--- src/design/rvp_ram.sv ---
// Single-port-write, single-port-read memory with registered, write-first read data.
module rvp_ram #(
    parameter int WIDTH = 8,
    parameter int DEPTH = 4,
    localparam int AW = $clog2(DEPTH)
) (
    input  logic             i_clk,
    input  logic             i_we,
    input  logic [AW-1:0]    i_waddr,
    input  logic [WIDTH-1:0] i_wdata,
    input  logic [AW-1:0]    i_raddr,
    output logic [WIDTH-1:0] o_rdata
);

    logic [WIDTH-1:0] r_mem [DEPTH];
    logic [WIDTH-1:0] r_rdata;

    always_ff @(posedge i_clk) begin
        if (i_we) begin
            r_mem[i_waddr] <= i_wdata;
        end
        if (i_we && (i_waddr == i_raddr)) begin
            r_rdata <= i_wdata;
        end else begin
            r_rdata <= r_mem[i_raddr];
        end
    end

    assign o_rdata = r_rdata;

endmodule

--- config.mk ---
export PLATFORM = sky130hd
export DESIGN_NAME = rvp_ram
export DESIGN_NICKNAME = d
export VERILOG_FILES = /design/src/design/rvp_ram.sv
export SDC_FILE = /design/constraint.sdc
export NUM_CORES = 1
export LEC_CHECK = 0
export BUFFER_PORTS_ARGS = -buffer_cell sky130_fd_sc_hd__buf_2
export CAP_MARGIN = 20
export CORE_MARGIN = 10
export CORE_UTILIZATION = 50
export CTS_CLUSTER_DIAMETER = 100
export CTS_CLUSTER_SIZE = 20
export DETAILED_ROUTE_END_ITERATION = 7
export HOLD_SLACK_MARGIN = 0.02
export PLACE_DENSITY = 0.79
export REMOVE_ABC_BUFFERS = 1
export SYNTH_ARGS = -nofsm -noshare
export SYNTH_HDL_FRONTEND = slang
export SYNTH_SLANG_ARGS = --single-unit
--- constraint.sdc ---
create_clock -name i_clk -period 2.04 [get_ports i_clk]
set_clock_uncertainty 0.2 [all_clocks]
set_input_delay 0.306 -clock i_clk [delete_from_list [all_inputs] [get_ports i_clk]]
set_output_delay 0.306 -clock i_clk [all_outputs]
set_load 0.03 [all_outputs]
==> results list <==
- Placeable core region: 0.002276 sq mm
* Remaining antenna violation count after routing: 0
- Number of instances in the synthesized netlist: 48
- Type of the worst setup path: reg2out
- P per Cell Area: 815.0 mW/mm^2
- The die is 69.57 microns tall.
- The share of the Yosys chip area taken by registers is 81.47%.
- The run finished with clean final reports.
- During synthesis, Yosys emitted a total of 0 warnings.
* Initial Util: 53.99%
- Wire length of the first global-routing pass: 3470 microns
- Reg with most FFs: r_mem
* CTS tree: yes
* Pre-Repair DR Iteration Count: 4
- After synthesis the netlist holds a flip-flop and latch count of 34.
- Summing all placed instances gives a cell area of 0.001375 sq mm.
* H-tree depth: 2
- Data on the critical path arrives at its endpoint at 1.49 ns.
- Clock root cell: sky130_fd_sc_hd__clkbuf_4
- Ranked by total cell area, the synthesized netlist is headed by sky130_fd_sc_hd__edfxtp_1, sky130_fd_sc_hd__mux4_2, sky130_fd_sc_hd__dfxtp_1.
- Number of max-slew violations in the final report: 0
- 0 antenna diodes ended up in the layout.
- STA classifies the critical path endpoint as a primary output.
* CTS Sinks: 34
- Max-cap violations in this run came to 0.
* Worst slack on hold paths: 0.2862 ns
- Sum of negative setup slack: 0 ns
* Number of buffers created by CTS: 5
- The floorplan step set the die width to 69.57 microns.
- Antenna violations before repair: 0
* Number of cells traversed by the worst hold path: 3
* Ports placed on the boundary: 22
* Sequence of cells on the critical path: buf_6 > mux4_2 > buf_6
* Largest regs: r_mem x32
- Setup repair after global routing could not meet its margin everywhere.
- Min-delay src: i_waddr[0]
- Worst-path fanout max: 4
- Share of Yosys cell area claimed by the top area cell type: 78.21%
* Number of unique standard cell types used by synthesis: 8
* Worst slew pin tran: 0.4223 ns
* Synthesized area: 0.001229 sq mm
- Entering global routing, the biggest net connects 12 pins.
- Summed over all cells, the static leakage comes to 0.5779 nW.
- Die footprint: 0.004840 sq mm
* Number of setup violations in the final report: 0
* Via count of the routed design: 609
- After detailed routing, the number of remaining DRC violations is 0.
- CP max-delay cell: sky130_fd_sc_hd__mux4_2
- The number of global-route vias before repair came to 689.
- Final std cell area, no fill: 0.001599 sq mm
* Storage element area: 0.001005 sq mm
* GRT Util Overall: 9.621%
- The congestion estimate from routability-driven global placement came to 0.6862.
- In this run the tightest slew margin relative to its limit is 71.85%.
- Hold endpoint: r_mem[0][1]
- After layout, the design draws a total of 0.001303 W.
- After layout, the worst path uses 98.07% of the clock period.
* Maximum ir drop on the vdd rail: 686.8 uV
- Via density per instance: 5.161
- CP most frequent cell: sky130_fd_sc_hd__buf_6
* Routed length per instance: 18.83 microns
* Share of final-layout standard cells stronger than drive strength 1: 46.67%
- The floorplan has 17 rows.
- Congestion Overflow GR: 0
- On the worst path, the slowest cell contributes a delay of 0.51 ns.
- Area of the multi-input gates: 211.5 sq um
- Filler cell count: 143
- Number of input and output port buffers inserted: 21
- STA classifies the critical path startpoint as a flip-flop.
- After clock tree synthesis, the clock-pin slew on the worst setup and hold paths is 0.10 ns.
- The smallest clock period supported by the final layout is computed as 2.001 ns.
- Syn avg cell area: 25.60 sq um
- Class of the tightest hold or removal check: in2reg
* WL final: 2222 microns
- Final Hold Viols: 0
- Number of DRC markers in iteration 0: 16
- For this run, the top clock speed supported by timing is 499.8 MHz.
* Critical Path RT: 1.53 ns
- Final net count: 103
- Buffer depth of the longest clock path: 2
- Area grow syn2layout: 30.14%
* Number of flip-flops under the largest register name: 32
* Cell taking the most area after synthesis: sky130_fd_sc_hd__edfxtp_1
[critical path, delay by kind of cell (launching register included)]
family                 cells  cell delay [ns]
DFF                        1             0.38
buffers and inverters      2             0.28
muxes                      1             0.51
[layout make-up]
type                       instances  area share [%]
multi-input combinational         12           13.22
clock inverter                     3           1.017
clock buffer                       5           2.347
timing repair buffer              36           18.39
sequential                        34           62.83
tap                               28           2.191
[cells in the final DEF (no fill, tap or decap)]
cell type	netlist	layout
sky130_fd_sc_hd__buf_2	0	14
sky130_fd_sc_hd__dfxtp_4	0	1
sky130_fd_sc_hd__nor3b_1	1	1
sky130_fd_sc_hd__clkbuf_4	0	5
sky130_fd_sc_hd__clkinv_1	0	1
sky130_fd_sc_hd__mux4_2	8	8
sky130_fd_sc_hd__dlygate4sd3_1	0	10
sky130_fd_sc_hd__and3b_1	2	2
sky130_fd_sc_hd__edfxtp_1	32	32
sky130_fd_sc_hd__buf_4	0	3
sky130_fd_sc_hd__dfxtp_1	2	1
sky130_fd_sc_hd__and3_1	1	1
sky130_fd_sc_hd__clkinv_2	0	1
sky130_fd_sc_hd__buf_6	1	9
sky130_fd_sc_hd__clkinvlp_4	0	1
[logic make-up after synthesis]
kind of cell | after synthesis | share of synthesized area, %
muxes | 8 | 14.66
DFF | 34 | 81.47
buffers and inverters | 2 | 1.323
and+or+nand+nor | 4 | 2.547
[per-stage QoR]
step                      worst slack (ns)  util (%)  cells
after detailed placement            0.2673     60.42     98
final                              0.03937     70.26    118
after floorplan                     0.2988         -     46
after global routing              -0.04188     70.26    118
after global placement              0.2576     60.42     98
after CTS                         0.004213     68.94    118
[layer usage]
metal,global-route usage (%),wire length (microns),vias up
met4,3.991,38,0
met5,0,0,-
li1,-,-,289
met3,6.277,175,5
met1,10.23,877,296
met2,14.72,1132,19
[what timing repair did]
item,CTS,global route
cloned,0,0
buffers inserted,2,0
endpoints found under the hold margin,34,0
setup endpoints to repair,6,7
hold buffers,10,0
gates resized for setup,9,12
[Yosys cell counts, drive strengths merged]
library cell / count
nor3b: 1
dfxtp: 2
edfxtp: 32
and3b: 2
mux4: 8
clkbuf: 1
buf: 1
and3: 1
[power breakdown]
part	internal, W	switching (W)
clock	0.000128	0.000211
combinational	0.0000801	0.0000740
sequential	0.000798	0.0000128
total	0.00101	0.000297
[worst max-delay path by stage]
stage | depth (start not counted) | slack (ns) | to
after floorplan | 1 | 0.30 | o_rdata[0]
after global placement | 3 | 0.26 | o_rdata[0]
after detailed placement | 3 | 0.27 | o_rdata[0]
after CTS | 3 | 0.004 | o_rdata[6]
after global routing | 3 | -0.04 | o_rdata[7]
final | 3 | 0.04 | o_rdata[7]
(Power assumes the default switching activity.)
