[config.mk]
export PLATFORM = sky130hd
export DESIGN_NAME = rvp_decode
export DESIGN_NICKNAME = d
export VERILOG_FILES = /design/src/design/rvp_pkg.sv /design/src/design/rvp_decode.sv
export SDC_FILE = /design/constraint.sdc
export NUM_CORES = 1
export LEC_CHECK = 0
export ABC_AREA = 1
export BUFFER_PORTS_ARGS = -buffer_cell sky130_fd_sc_hd__buf_2
export CAP_MARGIN = 40
export CORE_MARGIN = 1.5
export CORE_UTILIZATION = 33
export DETAILED_ROUTE_END_ITERATION = 8
export PLACE_DENSITY_LB_ADDON = 0.3
export SLEW_MARGIN = 15
export SYNTH_ARGS = -nofsm -noshare
export SYNTH_HDL_FRONTEND = slang
export SYNTH_SLANG_ARGS = --single-unit
[constraint.sdc]
create_clock -name vclk -period 1.8
set_clock_uncertainty 0.1 [all_clocks]
set_input_delay 0 -clock vclk [all_inputs]
set_output_delay 0 -clock vclk [all_outputs]
set_load 0.005 [all_outputs]
[src/design/rvp_pkg.sv]
// Shared opcodes, function codes, pipeline control types and sizing defaults.
package rvp_pkg;

    localparam int DATA_BYTES_DEF = 128;
    localparam int IMEM_WORDS_DEF = 64;
    localparam int RF_DEPTH       = 32;

    localparam logic [6:0] OPC_R  = 7'h33;
    localparam logic [6:0] OPC_I  = 7'h13;
    localparam logic [6:0] OPC_LW = 7'h03;
    localparam logic [6:0] OPC_SW = 7'h23;
    localparam logic [6:0] OPC_BR = 7'h63;

    localparam logic [6:0] F7_SUB = 7'h20;

    localparam logic [2:0] F3_ADD = 3'd0;
    localparam logic [2:0] F3_SLL = 3'd1;
    localparam logic [2:0] F3_SLT = 3'd2;
    localparam logic [2:0] F3_BEQ = 3'd0;
    localparam logic [2:0] F3_BLT = 3'd4;

    typedef struct packed {
        logic       v;
        logic       br;
        logic       mw;
        logic       mr;
        logic       rw;
        logic [4:0] rd;
        logic [6:0] f7;
        logic [2:0] f3;
        logic [6:0] opc;
    } t_dx_ctl;

    typedef struct packed {
        logic       mw;
        logic       mr;
        logic       rw;
        logic [4:0] rd;
    } t_em_ctl;

    typedef struct packed {
        logic       ld;
        logic       rw;
        logic [4:0] rd;
    } t_mw_ctl;

    typedef struct packed {
        logic        wb_valid;
        logic [4:0]  wb_register;
        logic [31:0] wb_value;
        logic        store_valid;
        logic [6:0]  store_address;
        logic [31:0] store_value;
        logic        load_fault;
        logic        br_flush;
        logic        hazard_stall;
        logic [31:0] fetch_address;
    } t_result;

endpackage

[src/design/rvp_decode.sv]
// Instruction decode: register numbers, immediate and execute control.
module rvp_decode
    import rvp_pkg::*;
(
    input  logic [31:0] i_word,
    output logic [4:0]  o_rs1,
    output logic [4:0]  o_rs2,
    output logic [31:0] o_imm,
    output t_dx_ctl     o_ctl
);

    logic [6:0] opc;

    assign opc   = i_word[6:0];
    assign o_rs1 = i_word[19:15];
    assign o_rs2 = i_word[24:20];

    always_comb begin
        case (opc)
            OPC_I, OPC_LW: o_imm = {{20{i_word[31]}}, i_word[31:20]};
            OPC_SW:        o_imm = {{20{i_word[31]}}, i_word[31:25], i_word[11:7]};
            OPC_BR:        o_imm = {{19{i_word[31]}}, i_word[31], i_word[7],
                                    i_word[30:25], i_word[11:8], 1'b0};
            default:       o_imm = 32'd0;
        endcase
    end

    always_comb begin
        o_ctl     = '0;
        o_ctl.opc = opc;
        o_ctl.f3  = i_word[14:12];
        o_ctl.f7  = i_word[31:25];
        o_ctl.rd  = i_word[11:7];
        o_ctl.v   = 1'b1;
        o_ctl.rw  = (opc == OPC_R) || (opc == OPC_I) || (opc == OPC_LW);
        o_ctl.mr  = (opc == OPC_LW);
        o_ctl.mw  = (opc == OPC_SW);
        o_ctl.br  = (opc == OPC_BR);
    end

endmodule

==> summary.txt <==
Outcome - complete, no violations
Peak fanout along the critical path - 20
Int Pwr - 0.0000607 W
Design Area, Final - 806 µm²
Clock power share - 0
Sw Share - 0.486
Worst Setup EP - o_imm[24]
Diodes inserted - 0
Io pins - 101
Most frequent cells in the layout - buf_2 (84), nand3_1 (14), inv_1 (10)
Avg Synthesized Cell Area - 6.34 µm²
Footprint of the multi-input gates - 219 µm²
# clk buffers - 0
Max Cap Viol - 0
Syn. warnings - 0
Fin crit share - 0.714
Crit. End Element - output port
Setup Viol. Count Final - 0
Routed WL - 1.38 mm
Cell taking the most area after synthesis - buf_4
Share of layout cells above drive strength 1 - 0.690
Initial antenna violation count - 0
Setup tns final - 0 ps
Layout fillers - 209
Seq/Total Area, Yosys - 0
Vias/cell - 4.05
Final min period - 1280 ps
First-pass GRT wire length - 1.56 mm
Comb pwr share - 1.000
DRC Markers - 0
Vias in the first global route - 393
Most common cell after layout, fill and taps aside - buf_2
CP startpoint kind - input port
Nets@finish - 179
HPWL Detailed - 1.17 mm
Max-slew violation count - 0
FP Rows - 16
Post_cts resized - 0
Critical path required time - 1700 ps
PortBufs - 84
Gr usage total - 0.0871
Leak pwr - 0.578 nW
Placer Congestion - 0.698
Register area - 0 µm²
Overflow after GRT - 0
TritonRoute pass-1 iters - 4
Synth unique cells - 14
Dpl cell area - 726 µm²
Crit path launch - i_word[5]
Routed WL per cell - 8.03 µm
DRT iter0 DRCs - 4
Cells after synthesis - 105
Max VDD drop - 0.0770 mV
Area Growth Syn to Fin - 21.1%
Syn nets - 137
Area of the mapped netlist - 666 µm²
Largest net degree at the start of global routing - 21
CP arrival - 1180 ps
Die ar. - 0.00230 mm²
Hold Crit Class - input port to output port
Synth top area share - 0.586
HP Start - i_word[26]
CORE AREA - 0.00192 mm²
Number of sequential cells - 0
Final ANT Viol Nets - 0
Die height - 47.9 µm
PwrDens - 147 mW/mm²
Synth area leaders - buf_4 (59%), nand3_1 (11%), nor2_2 (7.5%), inv_1 (5.6%), nand2_1 (3.4%)
Final Hold Vio Count - 0
Kind of critical path - input port to output port
Initial Util - 0.346
Vias - 696
RSZ-0062 raised after global routing - false
Reg power frac - 0
Top achievable clock speed - 778 MHz
Sw Pwr - 0.0000574 W
Die width - 47.9 µm
cell usage after synthesis:
| master | instances |
|---|---|
| nor2_4 | 1 |
| nor4_1 | 1 |
| inv_2 | 2 |
| nor2_1 | 4 |
| inv_1 | 10 |
| nand2_1 | 6 |
| conb_1 | 1 |
| nor3_1 | 1 |
| buf_6 | 1 |
| buf_4 | 52 |
| nor2_2 | 8 |
| o21ai_4 | 1 |
| nand3_1 | 14 |
| nand2_2 | 3 |
through the flow:
step                      instances  utilization  total power [W]  setup slack, ps  hold WS [ps]
after global placement          164        0.378         0.000103              526          -100
after detailed placement        164        0.378         0.000103              481          -100
final                           172        0.419         0.000118              515          80.8
after floorplan                 105            -        0.0000932              640         -65.8
after CTS                       172        0.419         0.000119              478          83.3
after global routing            172        0.419         0.000134              274          88.2
critical path, cell delays in order:
cell and delay, ps:
buf_2 130, nor2_2 290, o21ai_4 160, nor2_2 400
buf_2 200
worst min-delay path by stage:
stage / to / slack, ps / cells past startpoint
2_1_floorplan: o_ctl[23] / -70 / 1
3_3_place_gp: o_ctl[7] / -100 / 0
3_5_place_dp: o_ctl[7] / -100 / 0
4_1_cts: o_ctl[21] / 80 / 2
5_1_grt: o_ctl[11] / 90 / 2
6_report: o_ctl[11] / 80 / 2
per-layer routing:
layer,global-route usage,up-vias,share of wire
met3,0,0,0.12
met5,0,-,0
met1,0.114,289,0.37
li1,-,349,-
met2,0.168,58,0.51
met4,0,0,0
cells by family (layout without fill, tap and decap cells):
kind of cell / count (synthesis) / count (layout) / share of synthesized area
AOI/OAI and AO/OA: 1 / 1 / 0.0244
and+or+nand+nor: 38 / 38 / 0.299
buffers and inverters: 65 / 105 / 0.671
other: 1 / 1 / 0.00563
cell type report:
class              instances  area share
repair buffers            93       0.630
multi-input cells         40       0.272
inverters                 12      0.0559
well taps                 27      0.0419
power groups by stage:
stage	Clock, W	Combinational (W)	Sequential [W]
2_1_floorplan	0	0.0000932	0
3_3_place_gp	0	0.000103	0
3_5_place_dp	0	0.000103	0
4_1_cts	0	0.000119	0
5_1_grt	0	0.000134	0
6_report	0	0.000118	0
repair_timing:
item	in CTS	in global routing
buffers inserted	0	0
endpoints found under the hold margin	8	0
hold buffers	8	0
(Power assumes the default switching activity.)
