### src/design/rvp_pkg.sv
// Shared opcodes, function codes, pipeline control types and sizing defaults.
package rvp_pkg;

    localparam int DATA_BYTES_DEF = 128;
    localparam int IMEM_WORDS_DEF = 64;
    localparam int RF_DEPTH       = 32;

    localparam logic [6:0] OPC_R  = 7'h33;
    localparam logic [6:0] OPC_I  = 7'h13;
    localparam logic [6:0] OPC_LW = 7'h03;
    localparam logic [6:0] OPC_SW = 7'h23;
    localparam logic [6:0] OPC_BR = 7'h63;

    localparam logic [6:0] F7_SUB = 7'h20;

    localparam logic [2:0] F3_ADD = 3'd0;
    localparam logic [2:0] F3_SLL = 3'd1;
    localparam logic [2:0] F3_SLT = 3'd2;
    localparam logic [2:0] F3_BEQ = 3'd0;
    localparam logic [2:0] F3_BLT = 3'd4;

    typedef struct packed {
        logic       v;
        logic       br;
        logic       mw;
        logic       mr;
        logic       rw;
        logic [4:0] rd;
        logic [6:0] f7;
        logic [2:0] f3;
        logic [6:0] opc;
    } t_dx_ctl;

    typedef struct packed {
        logic       mw;
        logic       mr;
        logic       rw;
        logic [4:0] rd;
    } t_em_ctl;

    typedef struct packed {
        logic       ld;
        logic       rw;
        logic [4:0] rd;
    } t_mw_ctl;

    typedef struct packed {
        logic        wb_valid;
        logic [4:0]  wb_register;
        logic [31:0] wb_value;
        logic        store_valid;
        logic [6:0]  store_address;
        logic [31:0] store_value;
        logic        load_fault;
        logic        br_flush;
        logic        hazard_stall;
        logic [31:0] fetch_address;
    } t_result;

endpackage

### src/design/rvp_execute.sv
// Execute stage: ALU result and branch decision.
module rvp_execute
    import rvp_pkg::*;
(
    input  t_dx_ctl     i_ctl,
    input  logic [31:0] i_a,
    input  logic [31:0] i_b,
    input  logic [31:0] i_imm,
    output logic [31:0] o_alu,
    output logic        o_taken
);

    logic [31:0] op2;
    logic        cond;
    logic        lt;

    assign op2 = ((i_ctl.opc == OPC_I) || (i_ctl.opc == OPC_LW) || (i_ctl.opc == OPC_SW))
                 ? i_imm : i_b;
    assign lt  = $signed(i_a) < $signed(op2);

    always_comb begin
        o_alu = 32'd0;
        cond  = 1'b0;
        if (i_ctl.v) begin
            case (i_ctl.opc)
                OPC_R: begin
                    case (i_ctl.f3)
                        F3_ADD:  o_alu = (i_ctl.f7 == F7_SUB) ? i_a - op2 : i_a + op2;
                        F3_SLL:  o_alu = i_a << op2[4:0];
                        F3_SLT:  o_alu = {31'd0, lt};
                        default: o_alu = 32'd0;
                    endcase
                end
                OPC_I: begin
                    case (i_ctl.f3)
                        F3_ADD:  o_alu = i_a + op2;
                        F3_SLL:  o_alu = i_a << op2[4:0];
                        default: o_alu = 32'd0;
                    endcase
                end
                OPC_LW, OPC_SW: o_alu = i_a + op2;
                OPC_BR: begin
                    case (i_ctl.f3)
                        F3_BEQ:  cond = (i_a == op2);
                        F3_BLT:  cond = lt;
                        default: cond = 1'b0;
                    endcase
                end
                default: o_alu = 32'd0;
            endcase
        end
    end

    assign o_taken = i_ctl.v && i_ctl.br && cond;

endmodule
### config.mk
export PLATFORM = sky130hd
export DESIGN_NAME = rvp_execute
export DESIGN_NICKNAME = d
export VERILOG_FILES = /design/src/design/rvp_pkg.sv /design/src/design/rvp_execute.sv
export SDC_FILE = /design/constraint.sdc
export NUM_CORES = 1
export LEC_CHECK = 0
export BUFFER_PORTS_ARGS = -buffer_cell sky130_fd_sc_hd__buf_2
export CAP_MARGIN = 5
export CORE_ASPECT_RATIO = 1.75
export CORE_MARGIN = 8
export CORE_UTILIZATION = 35
export DETAILED_ROUTE_END_ITERATION = 8
export GPL_TIMING_DRIVEN = 0
export SYNTH_ARGS = -nofsm -noshare
export SYNTH_HDL_FRONTEND = slang
export SYNTH_SLANG_ARGS = --single-unit
### constraint.sdc
create_clock -name vclk -period 6.3
set_clock_uncertainty 0.2 [all_clocks]
set_input_delay 0.945 -clock vclk [all_inputs]
set_output_delay 0.945 -clock vclk [all_outputs]
set_load 0.01 [all_outputs]
==> results by group <==
Global routing
  – Overflow left after global routing: 0
  – First-pass GRT wire length: 56.2 mm
  – Largest net degree at the start of global routing: 30
  – GRT Total Usage: 29.5%
  – Initial antenna violation count: 1
  – Vias in the first global route: 9407

Worst hold path
  – HP Class: primary input to primary output

Layout
  – Final Util: 43.5%
  – FF/Latch Area: 0 sq um
  – Finished Layout Cells: about 1500
  – Area of the multi-input gates: ~0.0067 sq mm
  – Nets: roughly 1400
  – Antenna diodes: 0
  – Fin area: 0.00852 sq mm
  – Seq Cell Count: 0
  – P&R area growth vs syn: 23.6%
  – Commonest non-fill, non-tap cells in the layout: nand2_1 (192), buf_2 (156), a21oi_1 (105)
  – Clkbuf count: 0
  – Most common cell after layout, fill and taps aside: nand2_1
  – Share of layout cells above drive strength 1: 24.0%
  – # fillers: 2214

Synth
  – Synthesized area per cell: ~6.4 sq um
  – Post-synthesis cell count: 1082
  – Netlist Area Pre-Place: 0.00689 sq mm
  – Seq/Total Area, Yosys: 0%
  – Synthesized Nets: 1268
  – Ys Warns: 0
  – Distinct cell type count after synthesis: 101

Timing
  – Setup Viol. Count Final: 0
  – RSZ-0062 raised after global routing: yes
  – Period Utilization, post-route: 98.8%
  – Minimum clock period: around 6200 ps
  – Final Max Tran Viols: 0
  – Fin. Hold Viols: 0
  – Slew @ Worst Pin: roughly 1000 ps
  – Slew HR: around a third
  – Setup TNS: 0 ps
  – Fmax: 0.161 GHz
  – Final worst hold slack: 2080 ps

Route
  – Vias after detailed routing: 9333
  – Post-route ant nets: 0
  – Post-DR wirelength/cell: ~25 microns
  – 1st-iter DRT viols: 677
  – Vias per cell: 6.25
  – Final WL: 37.7 mm
  – 1st-pass router iterations: 5
  – DRC violations left: 0

Floorplan
  – Initial core utilization: 35.2%
  – DIE WIDTH: 122 microns
  – Die area: around 0.025 sq mm
  – Core Area: 0.0196 sq mm
  – Die Span Y: 202 microns
  – # IOs: 156
  – Row Count: 68

Critical path
  – Worst stage delay on the critical path: ~400 ps
  – Setup crit start kind: primary input
  – Crit path DAT: 5080 ps
  – CP cell instances: buf_2 -> nand4bb_4 -> nor2_8 -> mux2_2 -> buf_6 -> ha_2 -> fa_2 -> a21o_4 -> a221oi_4 -> o31a_4 -> or2b_4 -> a31oi_4 -> a31oi_4 -> o21ai_4 -> mux2_4 -> o221a_1 -> o22ai_1 -> buf_2
  – Crit Path Category: primary input to primary output
  – CP Max Fanout: 29
  – CP required: 5150 ps
  – Worst Setup End Kind: primary output
  – Slowest CP cell: fa_2

Placed design
  – Post-DP Area: 0.00794 sq mm
  – Routability congestion estimate: 0.976
  – Post-Place Cells: 1474
  – Port buffer count: 147
  – Hpwl dp: 31.3 mm

CTS
  – Hold buffers post-CTS: 0

Job
  – Max-Cap Viols: 0

Power
  – Pwr/cell area: 97.0 mW/mm^2
  – Leakage power: ~3.8 nW
  – Maximum VDD drop: 0.0393 mV

Run status
  – Outcome: complete, no violations
## timing repair
| action | 4_1_cts | 5_1_grt |
|---|---|---|
| setup buffers | 9 | 18 |
| cloned | 0 | 0 |
| resized for setup | 43 | 59 |
| pin swaps | 12 | 21 |
| setup endpoints to repair | 25 | 22 |
## logic make-up (layout without fill, tap and decap cells)
group	Yosys count	count (layout)	synth area share [%]
AOI/OAI and AO/OA	372	372	37.3
xor gates and xnor gates	42	42	5.34
adders and majority gates	63	63	11.5
buffers and inverters	133	300	8.15
muxes	54	54	8.75
and+or+nand+nor	418	418	28.9
## report_power, final
part           total (mW)  switching, mW  leakage [nW]  internal [mW]
registers               0              0             0              0
clock network           0              0             0              0
logic               0.826          0.518          3.77          0.308
total               0.826          0.518          3.77          0.308
## per-layer routing
metal  GRT usage (%)  up-vias  part of all wire [%]
li1                -     4344                     -
met1            31.0     4426                    36
met2            53.2      419                    51
met3            2.95      142                   5.4
met4            20.4        2                   7.9
met5               0        -                 0.035
## synth_stat cells, drive strengths merged, types with 8 or more instances
cell type	n	area share [%]
mux2	10	1.6
nor3	31	2.3
xor2	9	1.1
xnor2	33	4.2
nand4	13	1.2
ha	62	11
o221ai	8	1.0
a21o	15	1.7
nand2b	8	0.73
o21bai	16	1.7
buf	25	2.2
nand2	193	11
and2	8	0.73
and3	8	0.73
a221oi	11	1.7
nor4	20	1.9
o22ai	20	1.8
clkbuf	40	2.2
nor2b	10	0.91
a22o	8	1.0
o21ai	56	4.1
inv	67	3.7
a22oi	12	1.3
or3	8	0.73
o31ai	10	1.2
mux2i	42	6.5
nand3	13	0.94
a31oi	21	2.2
a21oi	113	8.5
nor2	84	5.0
## final cells by class
class	count	share of cell area, %
repair buffers	174	11.0
well taps	245	3.60
multi-input cells	949	78.7
plain buffers	58	3.61
inverters	68	3.11
## critical path, delay by kind of cell
family                   cells  cell delay, ps
AO/OA/AOI/OAI                8            1740
multiplexers                 2             660
AND/OR/NAND/NOR              3             620
adder cells (fa/ha/maj)      2             610
buffers and inverters        3             480
## worst paths after layout
kind / slack [ps] / start / endpoint / depth (start not counted)
setup / recovery: 80 / i_ctl[3] / o_alu[22] / 18
hold / removal: 2080 / i_ctl[8] / o_alu[0] / 4
## per-stage QoR
stage / setup slack [ps] / power (mW)
finish: 78.1 / 0.826
CTS: -78.3 / 0.765
floorplan: 158 / 0.489
detailed placement: -1000 / 0.731
global route: -24.3 / 0.886
global placement: -957 / 0.732
Note: power is estimated with default switching activity, not from simulation.
